$ cat src/hdl/mkdlp_pkg.sv
// Shared types, codes and constants for the multi-key debounce and long-press qualifier.
package mkdlp_pkg;

    localparam int NUM_KEYS_DEF   = 4;
    localparam int TICK_WIDTH_DEF = 32;

    localparam int CFG_ADDR_W = 3;
    localparam int CFG_DATA_W = 64;
    localparam int IN_DATA_W  = 56;
    localparam int OUT_DATA_W = 16;
    localparam int MASK_W     = 16;
    localparam int STEP_W     = 7;

    localparam logic [1:0] CMD_SCAN     = 2'd0;
    localparam logic [1:0] CMD_RD_SHORT = 2'd1;
    localparam logic [1:0] CMD_RD_LONG  = 2'd2;

    localparam logic [1:0] IDLE_RECENT = 2'd0;
    localparam logic [1:0] IDLE_LONG   = 2'd1;
    localparam logic [1:0] IDLE_SHORT  = 2'd2;

    localparam logic [CFG_ADDR_W-1:0] REG_DEBOUNCE   = 3'd0;
    localparam logic [CFG_ADDR_W-1:0] REG_TIER1      = 3'd1;
    localparam logic [CFG_ADDR_W-1:0] REG_TIER2      = 3'd2;
    localparam logic [CFG_ADDR_W-1:0] REG_TIER3      = 3'd3;
    localparam logic [CFG_ADDR_W-1:0] REG_IDLE_LONG  = 3'd4;
    localparam logic [CFG_ADDR_W-1:0] REG_IDLE_SHORT = 3'd5;
    localparam logic [CFG_ADDR_W-1:0] REG_KEY_MASKS  = 3'd6;

    localparam logic [15:0] READ_FAIL      = 16'hFFFF;
    localparam logic [15:0] ERR_CLEAR_BITS = 16'h00CC;

    localparam logic [STEP_W-1:0] STEP_ONE     = 7'd1;
    localparam logic [STEP_W-1:0] STEP_TEN     = 7'd10;
    localparam logic [STEP_W-1:0] STEP_HUNDRED = 7'd100;
    localparam logic [STEP_W-1:0] STEP_NONE    = 7'd0;

    localparam logic [15:0] DEBOUNCE_RST   = 16'd20;
    localparam logic [31:0] TIER1_RST      = 32'd1000;
    localparam logic [31:0] TIER2_RST      = 32'd2000;
    localparam logic [31:0] TIER3_RST      = 32'd3000;
    localparam logic [31:0] IDLE_LONG_RST  = 32'd10000;
    localparam logic [31:0] IDLE_SHORT_RST = 32'd5000;
    localparam logic [63:0] KEY_MASKS_RST  = 64'h0080_0040_0008_0004;

    typedef enum logic [1:0] {
        PH_IDLE,
        PH_PRESS_DB,
        PH_PRESSED,
        PH_RELEASE_DB
    } phase_t;

    typedef struct packed {
        logic [15:0] debounce;
        logic [31:0] tier1;
        logic [31:0] tier2;
        logic [31:0] tier3;
        logic [31:0] idle_long;
        logic [31:0] idle_short;
        logic [63:0] key_masks;
    } cfg_t;

    typedef struct packed {
        logic scan;
        logic down;
        logic clr_short;
        logic clr_long;
    } key_ctl_t;

    typedef struct packed {
        logic              action;
        logic              short_pend;
        logic              long_pend;
        logic [STEP_W-1:0] step;
    } key_stat_t;

endpackage

$ cat src/hdl/multi_key_debounce_long_press_top.sv
// Top level: input and result registers, key array, idle timer and error flag.
//
// Channel   Dir  Handshake              Payload
// s_axis    in   s_tvalid / s_tready    s_tdata: cmd, scan_word, tick_now, key_index
// m_axis    out  m_tvalid / m_tready    m_tdata: flag_value, step_amount, idle_status,
//                                                device_error
// cfg       in   cfg_wr_en              cfg_addr, cfg_wr_data
//
// One transaction per cycle unless m_tready stalls; path: input, then result register.
// The input register feeds all key machines, the idle timer and the error flag,
// which update together with the result register in the same cycle.
// Reset idles key machines (step one), sets idle status long, clears error/valid flags.
// A stall on m_tready holds the result; one more transaction waits in the input register.
module multi_key_debounce_long_press_top #(
    parameter int NUM_KEYS   = mkdlp_pkg::NUM_KEYS_DEF,
    parameter int TICK_WIDTH = mkdlp_pkg::TICK_WIDTH_DEF
)
(
    input  logic                                clk,
    input  logic                                rst_n,
    input  logic                                s_tvalid,
    output logic                                s_tready,
    // [1:0] cmd, [17:2] scan_word, [49:18] tick_now, [51:50] key_index
    input  logic [mkdlp_pkg::IN_DATA_W-1:0]     s_tdata,
    output logic                                m_tvalid,
    input  logic                                m_tready,
    // [0] flag_value, [7:1] step_amount, [9:8] idle_status, [10] device_error
    output logic [mkdlp_pkg::OUT_DATA_W-1:0]    m_tdata,
    input  logic                                cfg_wr_en,
    input  logic [mkdlp_pkg::CFG_ADDR_W-1:0]    cfg_addr,
    input  logic [mkdlp_pkg::CFG_DATA_W-1:0]    cfg_wr_data
);

    localparam int CW = (TICK_WIDTH > 32) ? TICK_WIDTH : 32;

    mkdlp_pkg::cfg_t                   cfg;

    logic                              in_v_reg;
    logic [1:0]                        in_cmd_reg;
    logic [15:0]                       in_status_reg;
    logic [31:0]                       in_tick_reg;
    logic [1:0]                        in_key_reg;

    logic                              out_v_reg;
    logic                              out_flag_reg;
    logic [mkdlp_pkg::STEP_W-1:0]      out_step_reg;
    logic [1:0]                        out_idle_reg;
    logic                              out_err_reg;

    logic [TICK_WIDTH-1:0]             last_action_reg, last_action_next;
    logic [1:0]                        idle_reg, idle_next;
    logic                              err_reg, err_next;

    logic                              adv;
    logic                              scan_ok;
    logic [TICK_WIDTH-1:0]             now;
    logic [TICK_WIDTH-1:0]             idle_age;
    logic                              any_action;
    logic                              sel_valid;
    logic                              flag_sel;
    logic [mkdlp_pkg::STEP_W-1:0]      step_sel;

    mkdlp_pkg::key_ctl_t               key_ctl  [NUM_KEYS];
    mkdlp_pkg::key_stat_t              key_stat [NUM_KEYS];

    mkdlp_cfg u_cfg
    (
        .clk         (clk),
        .rst_n       (rst_n),
        .cfg_wr_en   (cfg_wr_en),
        .cfg_addr    (cfg_addr),
        .cfg_wr_data (cfg_wr_data),
        .cfg         (cfg)
    );

    assign adv      = in_v_reg && (!out_v_reg || m_tready);
    assign s_tready = !in_v_reg || adv;
    assign now      = TICK_WIDTH'(in_tick_reg);
    assign scan_ok  = adv && in_cmd_reg == mkdlp_pkg::CMD_SCAN
                      && in_status_reg != mkdlp_pkg::READ_FAIL;
    assign idle_age = now - last_action_reg;

    for (genvar k = 0; k < NUM_KEYS; k++)
    begin : g_key
        logic [mkdlp_pkg::MASK_W-1:0] mask;
        logic                         sel_hit;

        assign mask    = cfg.key_masks[mkdlp_pkg::MASK_W * (k % 4) +: mkdlp_pkg::MASK_W];
        assign sel_hit = 32'(in_key_reg) == 32'(k);

        assign key_ctl[k].scan      = scan_ok;
        assign key_ctl[k].down      = (in_status_reg & mask) == mask;
        assign key_ctl[k].clr_short = adv && sel_hit && in_cmd_reg == mkdlp_pkg::CMD_RD_SHORT;
        assign key_ctl[k].clr_long  = adv && sel_hit && in_cmd_reg == mkdlp_pkg::CMD_RD_LONG;

        mkdlp_key #(
            .TICK_WIDTH (TICK_WIDTH)
        ) u_key
        (
            .clk   (clk),
            .rst_n (rst_n),
            .ctl   (key_ctl[k]),
            .now   (now),
            .cfg   (cfg),
            .stat  (key_stat[k])
        );
    end

    always_comb
    begin
        any_action = 1'b0;
        sel_valid  = 1'b0;
        flag_sel   = 1'b0;
        step_sel   = mkdlp_pkg::STEP_NONE;
        for (int k = 0; k < NUM_KEYS; k++)
        begin
            any_action = any_action | key_stat[k].action;
            if (32'(in_key_reg) == 32'(k))
            begin
                sel_valid = 1'b1;
                step_sel  = key_stat[k].step;
                case (in_cmd_reg)
                    mkdlp_pkg::CMD_RD_SHORT: flag_sel = key_stat[k].short_pend;
                    mkdlp_pkg::CMD_RD_LONG:  flag_sel = key_stat[k].long_pend;
                    default:                 flag_sel = 1'b0;
                endcase
            end
        end
    end

    always_comb
    begin
        last_action_next = last_action_reg;
        idle_next        = idle_reg;
        err_next         = err_reg;
        if (adv && in_cmd_reg == mkdlp_pkg::CMD_SCAN)
        begin
            if (in_status_reg == mkdlp_pkg::READ_FAIL)
            begin
                err_next = 1'b1;
            end
            else
            begin
                if ((in_status_reg & mkdlp_pkg::ERR_CLEAR_BITS) != 16'd0)
                begin
                    err_next = 1'b0;
                end
                if (any_action)
                begin
                    last_action_next = now;
                    idle_next        = mkdlp_pkg::IDLE_RECENT;
                end
                else if (CW'(idle_age) >= CW'(cfg.idle_long))
                begin
                    idle_next = mkdlp_pkg::IDLE_LONG;
                end
                else if (CW'(idle_age) >= CW'(cfg.idle_short))
                begin
                    idle_next = mkdlp_pkg::IDLE_SHORT;
                end
            end
        end
    end

    always_ff @(posedge clk or negedge rst_n)
    begin
        if (!rst_n)
        begin
            in_v_reg        <= 1'b0;
            out_v_reg       <= 1'b0;
            last_action_reg <= '0;
            idle_reg        <= mkdlp_pkg::IDLE_LONG;
            err_reg         <= 1'b0;
        end
        else
        begin
            if (s_tready)
            begin
                in_v_reg <= s_tvalid;
            end
            if (adv)
            begin
                out_v_reg <= 1'b1;
            end
            else if (m_tready)
            begin
                out_v_reg <= 1'b0;
            end
            last_action_reg <= last_action_next;
            idle_reg        <= idle_next;
            err_reg         <= err_next;
        end
    end

    always_ff @(posedge clk)
    begin
        if (s_tready && s_tvalid)
        begin
            in_cmd_reg    <= s_tdata[1:0];
            in_status_reg <= s_tdata[17:2];
            in_tick_reg   <= s_tdata[49:18];
            in_key_reg    <= s_tdata[51:50];
        end
        if (adv)
        begin
            out_flag_reg <= sel_valid & flag_sel;
            out_step_reg <= sel_valid ? step_sel : mkdlp_pkg::STEP_NONE;
            out_idle_reg <= idle_next;
            out_err_reg  <= err_next;
        end
    end

    assign m_tvalid = out_v_reg;
    assign m_tdata  = {5'd0, out_err_reg, out_idle_reg, out_step_reg, out_flag_reg};

    a_fail_sets_error: assert property (@(posedge clk) disable iff (!rst_n)
        adv && in_cmd_reg == mkdlp_pkg::CMD_SCAN && in_status_reg == mkdlp_pkg::READ_FAIL
            |=> err_reg && out_err_reg)
        else $error("failed scan did not flag device error");

    a_adv_fills_output: assert property (@(posedge clk) disable iff (!rst_n)
        adv |=> out_v_reg)
        else $error("processed transaction lost before result register");

    a_action_stamps: assert property (@(posedge clk) disable iff (!rst_n)
        scan_ok && any_action
            |=> idle_reg == mkdlp_pkg::IDLE_RECENT && last_action_reg == $past(now))
        else $error("key action did not restart idle timer");

    a_held_input_stable: assert property (@(posedge clk) disable iff (!rst_n)
        in_v_reg && !adv |=> in_v_reg && $stable(in_tick_reg) && $stable(in_cmd_reg))
        else $error("waiting input transaction changed");

endmodule

$ cat src/hdl/mkdlp_cfg.sv
// Configuration register file with write decode.
module mkdlp_cfg
(
    input  logic                               clk,
    input  logic                               rst_n,
    input  logic                               cfg_wr_en,
    input  logic [mkdlp_pkg::CFG_ADDR_W-1:0]   cfg_addr,
    input  logic [mkdlp_pkg::CFG_DATA_W-1:0]   cfg_wr_data,
    output mkdlp_pkg::cfg_t                    cfg
);

    mkdlp_pkg::cfg_t cfg_reg;
    mkdlp_pkg::cfg_t cfg_next;

    always_comb
    begin
        cfg_next = cfg_reg;
        if (cfg_wr_en)
        begin
            unique case (cfg_addr)
                mkdlp_pkg::REG_DEBOUNCE:   cfg_next.debounce   = cfg_wr_data[15:0];
                mkdlp_pkg::REG_TIER1:      cfg_next.tier1      = cfg_wr_data[31:0];
                mkdlp_pkg::REG_TIER2:      cfg_next.tier2      = cfg_wr_data[31:0];
                mkdlp_pkg::REG_TIER3:      cfg_next.tier3      = cfg_wr_data[31:0];
                mkdlp_pkg::REG_IDLE_LONG:  cfg_next.idle_long  = cfg_wr_data[31:0];
                mkdlp_pkg::REG_IDLE_SHORT: cfg_next.idle_short = cfg_wr_data[31:0];
                mkdlp_pkg::REG_KEY_MASKS:  cfg_next.key_masks  = cfg_wr_data;
                default:                   cfg_next = cfg_reg;
            endcase
        end
    end

    always_ff @(posedge clk or negedge rst_n)
    begin
        if (!rst_n)
        begin
            cfg_reg.debounce   <= mkdlp_pkg::DEBOUNCE_RST;
            cfg_reg.tier1      <= mkdlp_pkg::TIER1_RST;
            cfg_reg.tier2      <= mkdlp_pkg::TIER2_RST;
            cfg_reg.tier3      <= mkdlp_pkg::TIER3_RST;
            cfg_reg.idle_long  <= mkdlp_pkg::IDLE_LONG_RST;
            cfg_reg.idle_short <= mkdlp_pkg::IDLE_SHORT_RST;
            cfg_reg.key_masks  <= mkdlp_pkg::KEY_MASKS_RST;
        end
        else
        begin
            cfg_reg <= cfg_next;
        end
    end

    assign cfg = cfg_reg;

endmodule

$ cat src/hdl/mkdlp_key.sv
// Per-key debounce and long-press state machine with pending flags and step.
module mkdlp_key #(
    parameter int TICK_WIDTH = mkdlp_pkg::TICK_WIDTH_DEF
)
(
    input  logic                  clk,
    input  logic                  rst_n,
    input  mkdlp_pkg::key_ctl_t   ctl,
    input  logic [TICK_WIDTH-1:0] now,
    input  mkdlp_pkg::cfg_t       cfg,
    output mkdlp_pkg::key_stat_t  stat
);

    localparam int CW = (TICK_WIDTH > 32) ? TICK_WIDTH : 32;

    mkdlp_pkg::phase_t                  phase_reg, phase_next;
    logic [TICK_WIDTH-1:0]              db_stamp_reg, db_stamp_next;
    logic [TICK_WIDTH-1:0]              press_stamp_reg, press_stamp_next;
    logic                               long_seen_reg, long_seen_next;
    logic [mkdlp_pkg::STEP_W-1:0]       step_reg, step_next;
    logic                               short_reg, short_next;
    logic                               long_reg, long_next;
    logic                               action;

    logic [TICK_WIDTH-1:0]              db_age;
    logic [TICK_WIDTH-1:0]              hold_age;
    logic                               db_done;
    logic [mkdlp_pkg::STEP_W-1:0]       tier_step;

    assign db_age   = now - db_stamp_reg;
    assign hold_age = now - press_stamp_reg;
    assign db_done  = CW'(db_age) >= CW'(cfg.debounce);

    always_comb
    begin
        if (CW'(hold_age) >= CW'(cfg.tier3))
        begin
            tier_step = mkdlp_pkg::STEP_HUNDRED;
        end
        else if (CW'(hold_age) >= CW'(cfg.tier2))
        begin
            tier_step = mkdlp_pkg::STEP_TEN;
        end
        else if (CW'(hold_age) >= CW'(cfg.tier1))
        begin
            tier_step = mkdlp_pkg::STEP_ONE;
        end
        else
        begin
            tier_step = mkdlp_pkg::STEP_NONE;
        end
    end

    always_comb
    begin
        phase_next       = phase_reg;
        db_stamp_next    = db_stamp_reg;
        press_stamp_next = press_stamp_reg;
        long_seen_next   = long_seen_reg;
        step_next        = step_reg;
        short_next       = short_reg;
        long_next        = long_reg;
        action           = 1'b0;
        if (ctl.scan)
        begin
            unique case (phase_reg)
                mkdlp_pkg::PH_IDLE:
                begin
                    if (ctl.down)
                    begin
                        phase_next     = mkdlp_pkg::PH_PRESS_DB;
                        db_stamp_next  = now;
                        long_seen_next = 1'b0;
                    end
                end
                mkdlp_pkg::PH_PRESS_DB:
                begin
                    if (!ctl.down)
                    begin
                        phase_next = mkdlp_pkg::PH_IDLE;
                    end
                    else if (db_done)
                    begin
                        phase_next       = mkdlp_pkg::PH_PRESSED;
                        press_stamp_next = now;
                    end
                end
                mkdlp_pkg::PH_PRESSED:
                begin
                    if (!ctl.down)
                    begin
                        phase_next    = mkdlp_pkg::PH_RELEASE_DB;
                        db_stamp_next = now;
                    end
                    else if (tier_step != mkdlp_pkg::STEP_NONE)
                    begin
                        step_next      = tier_step;
                        long_next      = 1'b1;
                        long_seen_next = 1'b1;
                        action         = 1'b1;
                    end
                end
                mkdlp_pkg::PH_RELEASE_DB:
                begin
                    if (ctl.down)
                    begin
                        phase_next = mkdlp_pkg::PH_PRESSED;
                    end
                    else if (db_done)
                    begin
                        if (!long_seen_reg)
                        begin
                            short_next = 1'b1;
                            step_next  = mkdlp_pkg::STEP_ONE;
                            action     = 1'b1;
                        end
                        phase_next = mkdlp_pkg::PH_IDLE;
                    end
                end
                default:
                begin
                    phase_next = mkdlp_pkg::PH_IDLE;
                end
            endcase
        end
        else
        begin
            if (ctl.clr_short)
            begin
                short_next = 1'b0;
            end
            if (ctl.clr_long)
            begin
                long_next = 1'b0;
            end
        end
    end

    always_ff @(posedge clk or negedge rst_n)
    begin
        if (!rst_n)
        begin
            phase_reg       <= mkdlp_pkg::PH_IDLE;
            db_stamp_reg    <= '0;
            press_stamp_reg <= '0;
            long_seen_reg   <= 1'b0;
            step_reg        <= mkdlp_pkg::STEP_ONE;
            short_reg       <= 1'b0;
            long_reg        <= 1'b0;
        end
        else
        begin
            phase_reg       <= phase_next;
            db_stamp_reg    <= db_stamp_next;
            press_stamp_reg <= press_stamp_next;
            long_seen_reg   <= long_seen_next;
            step_reg        <= step_next;
            short_reg       <= short_next;
            long_reg        <= long_next;
        end
    end

    assign stat.action     = action;
    assign stat.short_pend = short_reg;
    assign stat.long_pend  = long_reg;
    assign stat.step       = step_next;

    a_long_sets_seen: assert property (@(posedge clk) disable iff (!rst_n)
        ctl.scan && phase_reg == mkdlp_pkg::PH_PRESSED && ctl.down
            && tier_step != mkdlp_pkg::STEP_NONE |=> long_seen_reg && long_reg)
        else $error("long press did not mark key");

    a_short_only_after_release: assert property (@(posedge clk) disable iff (!rst_n)
        !short_reg ##1 short_reg |-> $past(phase_reg) == mkdlp_pkg::PH_RELEASE_DB)
        else $error("short flag set outside release debounce");

    a_clear_no_scan: assert property (@(posedge clk) disable iff (!rst_n)
        !ctl.scan && (ctl.clr_long || ctl.clr_short) |=> $stable(phase_reg))
        else $error("read command moved key phase");

endmodule

$ cat config.mk
export PLATFORM = sky130hd
export DESIGN_NAME = multi_key_debounce_long_press_top
export DESIGN_NICKNAME = d
export VERILOG_FILES = /design/src/hdl/mkdlp_pkg.sv /design/src/hdl/multi_key_debounce_long_press_top.sv /design/src/hdl/mkdlp_cfg.sv /design/src/hdl/mkdlp_key.sv
export SDC_FILE = /design/constraint.sdc
export NUM_CORES = 2
export LEC_CHECK = 0
export BUFFER_PORTS_ARGS = -buffer_cell sky130_fd_sc_hd__clkbuf_2
export CORE_ASPECT_RATIO = 1.4
export CORE_MARGIN = 4
export CORE_UTILIZATION = 50
export CTS_CLUSTER_SIZE = 40
export DETAILED_ROUTE_END_ITERATION = 8
export GPL_TIMING_DRIVEN = 0
export HOLD_SLACK_MARGIN = 0.02
export PLACE_DENSITY = 0.77
export SLEW_MARGIN = 15
export SYNTH_ARGS = -nofsm -noshare
export SYNTH_HDL_FRONTEND = slang
export SYNTH_SLANG_ARGS = --single-unit
$ cat constraint.sdc
create_clock -name clk -period 8.2 [get_ports clk]
set_clock_uncertainty 0.05 [all_clocks]
set_input_delay 0.41 -clock clk [delete_from_list [all_inputs] [get_ports clk]]
set_output_delay 0.41 -clock clk [all_outputs]
set_load 0.01 [all_outputs]
==> run summary <==
status -> complete, no violations
Slew headroom -> 16.5%
DP Worst Slack -> -1640 ps
GRT Overall Usage -> 29.2%
Nets -> 6708
Final setup viols -> 0
H-tree Lvls -> 3
yosys warns -> 0
Avg Cell Area, Syn -> 9.42 sq um
CTS buffer count -> 73
Hold Path Depth -> 3
Mapped Cells -> 5417
gpl congestion -> 0.987
# rows -> 138
die width -> 278 um
Distinct cells, synth -> 91
Worst-Skew Late Latency -> 660 ps
die area -> 0.107 sq mm
grt total ovfl -> 0
first-pass GRT wire length -> 243000 um
WS Path Type -> flip-flop to flip-flop
initial antenna violation count -> 1
Tmin final -> 8010 ps
fin crit share -> 97.7%
Clock transition at path regs -> 70 ps
FF-to-FF Start -> in_tick_reg[0]
DR vias -> 43300
CTS tree -> built
Synth async-reset ratio -> 90.2%
crit-path max FO -> 10
Max Slew Vio Count -> 0
number of flip-flops in the largest register -> 240
Hold EP -> u_cfg.cfg[208]
Critical Path RT -> 8680 ps
Starting Density -> 50.4%
vias per cell -> 6.04
cell at the slowest stage of the critical path -> edfxtp_1
Final ANT Viol Nets -> 0
Max rail drop VDD -> 228 uV
register area share after synthesis -> 32.3%
worst hold margin -> 85.8 ps
clock buffer depth -> 3
CTS root buf -> clkbuf_16
Die H -> 386 um
core region area -> 0.101 sq mm
Reg2Reg Setup Slack -> 190 ps
Ports -> 146
share of layout cells above drive strength 1 -> 14.2%
Post-Syn Area -> 0.0510 sq mm
Static Leak -> 0.0269 uW
ant diodes -> 0
drt pass-1 iters -> 6
CP arrival -> 8490 ps
Setup crit end kind -> flip-flop
vias in the first global route -> 43800
number of flops mapped to enable cells by yosys -> 63
# clock sinks -> 644
Worst path max stage delay -> 490 ps
Total Wirelength -> 160000 um
DRT iter0 DRCs -> 2828
final setup margin -> 189 ps
PortBufs -> 134
Yosys reg bits -> 644
Max Cap Viol -> 0
Main synth FF type -> dfrtp_1
Hold Vio Cnt, Final -> 0
largest net degree at the start of global routing -> 96
Total Power -> 19000 uW
Critical R2R Capture -> last_action_reg[6]
DRC -> 0
average wire per standard cell -> 22.4 um
worst hold path type -> primary input to flip-flop
RSZ-0062 raised after global routing -> false
R2R depth -> 32
Setup crit start kind -> flip-flop
FMAX -> 125 MHz
Area Overhead vs Synth -> 13.0%
Slew @ Worst Pin -> 1240 ps
Hold Crit Start -> cfg_wr_data[16]
post-DP HPWL -> 124000 um
pwr dens -> 330 mW/mm^2
-- final cells by class --
cell class | instances | area, sq um
clock inverter | 22 | 334
multi-input combinational | 4105 | 32100
sequential | 644 | 16500
buffer | 122 | 529
clock buffer | 112 | 2200
inverter | 550 | 2070
tap | 1330 | 1660
timing repair buffer | 281 | 2230
fill | 8737 | 43500
-- placed cells by master (no fill, tap or decap), types with 35 or more instances in the layout --
cell and n:
a211oi_1 54, a21o_1 196, a21oi_1 412, and3_1 42
buf_4 51, clkbuf_1 117, clkbuf_16 77, clkbuf_2 133
dfrtp_1 541, dfstp_2 40, dlygate4sd3_1 87, edfxtp_1 63
ha_1 794, inv_1 548, mux2_2 389, nand2_1 379
nand2b_1 70, nand3_1 85, nand4_1 90, nor2_1 235
nor2b_1 50, nor3_1 65, o211ai_1 43, o21a_1 64
o21ai_0 378, o21bai_1 35, xnor2_1 159, xor2_1 68
-- worst max-delay path: cells and delay by family (launching register included) --
family                   cells  cell delay, ps
AND/OR/NAND/NOR              6            1140
XOR/XNOR                     1             260
adder cells (fa/ha/maj)      3             920
flip-flops                   1             490
buffers and inverters        5             750
multiplexers                 1             350
AO/OA/AOI/OAI               16            3930
-- routing by layer --
layer  global-route usage [%]  vias to the layer above  wire, um
li1                         -                    20400         -
met1                     31.3                    21100     59800
met2                     52.4                     1253     79000
met5                        0                        -         0
met3                     3.34                      485      7180
met4                     22.8                        0     14200
-- cells by family (layout without fill, tap and decap cells) --
family | count (synthesis) | count (layout) | share of synthesized area, %
AOI/OAI and AO/OA | 1489 | 1489 | 18.7
xor gates and xnor gates | 227 | 227 | 3.90
adders and majority gates | 803 | 803 | 19.8
buffers and inverters | 672 | 1087 | 5.08
DFF | 644 | 644 | 32.3
muxes | 398 | 398 | 8.79
other | 1 | 5 | 0.00735
and+or+nand+nor | 1183 | 1183 | 11.4
-- metrics by stage --
| step | instance area, sq um | std cells | util, % | setup TNS (ps) |
|---|---|---|---|---|
| floorplan | 51000 | 5421 | - | 0 |
| global placement | 53400 | 6885 | 52.8 | -3925330 |
| detailed placement | 53700 | 6898 | 53.1 | -74250 |
| CTS | 57400 | 7146 | 56.7 | 0 |
| global route | 57600 | 7166 | 57.0 | 0 |
| finish | 57600 | 7166 | 57.0 | 0 |
-- synthesized netlist by cell type (23+ instances only) --
master / count / area (sq um)
dfrtp_1: 541 / 13500
ha_1: 794 / 9930
a21o_1: 196 / 1470
a211oi_1: 57 / 428
and3_1: 42 / 263
nand2b_1: 70 / 438
a211o_1: 23 / 201
clkbuf_1: 96 / 360
xor2_1: 68 / 596
a221oi_1: 29 / 254
or3_1: 28 / 175
dfstp_2: 40 / 1050
nand3_1: 85 / 425
o21ai_0: 382 / 1910
a31oi_1: 26 / 163
nor2b_1: 50 / 313
mux2_2: 389 / 4380
nand4_1: 90 / 563
xnor2_1: 159 / 1390
nor3_1: 68 / 340
inv_1: 549 / 2060
o21bai_1: 35 / 263
o31ai_1: 26 / 195
o211ai_1: 43 / 323
nor2_1: 235 / 882
a21oi_1: 417 / 2090
nand2_1: 379 / 1420
edfxtp_1: 63 / 1890
o21a_1: 64 / 480
and2_1: 31 / 194
-- power breakdown --
part / internal, uW / leakage (uW) / switching (uW)
clock: 2100 / 0.00123 / 1410
combinational: 4590 / 0.0178 / 6460
sequential: 4050 / 0.00783 / 426
total: 10700 / 0.0269 / 8290
-- how the worst max path moves through the flow --
| stage | startpoint | endpoint | depth (start not counted) |
|---|---|---|---|
| 6_report | in_tick_reg[0] | last_action_reg[6] | 32 |
| 4_1_cts | in_tick_reg[0] | last_action_reg[8] | 31 |
| 5_1_grt | in_tick_reg[0] | last_action_reg[22] | 29 |
| 3_5_place_dp | in_tick_reg[0] | out_step_reg[4] | 28 |
| 3_3_place_gp | rst_n | g_key[1].u_key.db_stamp_reg[2] | 1 |
| 2_1_floorplan | in_tick_reg[1] | last_action_reg[10] | 24 |
-- repair_timing --
| item | CTS | global route |
|---|---|---|
| hold endpoints to repair | 147 | 0 |
| endpoints found under the setup margin | 59 | 42 |
| buffers inserted | 27 | 18 |
| pin swaps | 3 | 5 |
| hold buffers | 87 | 0 |
| gates resized for setup | 18 | 12 |
(Power assumes the default switching activity.)
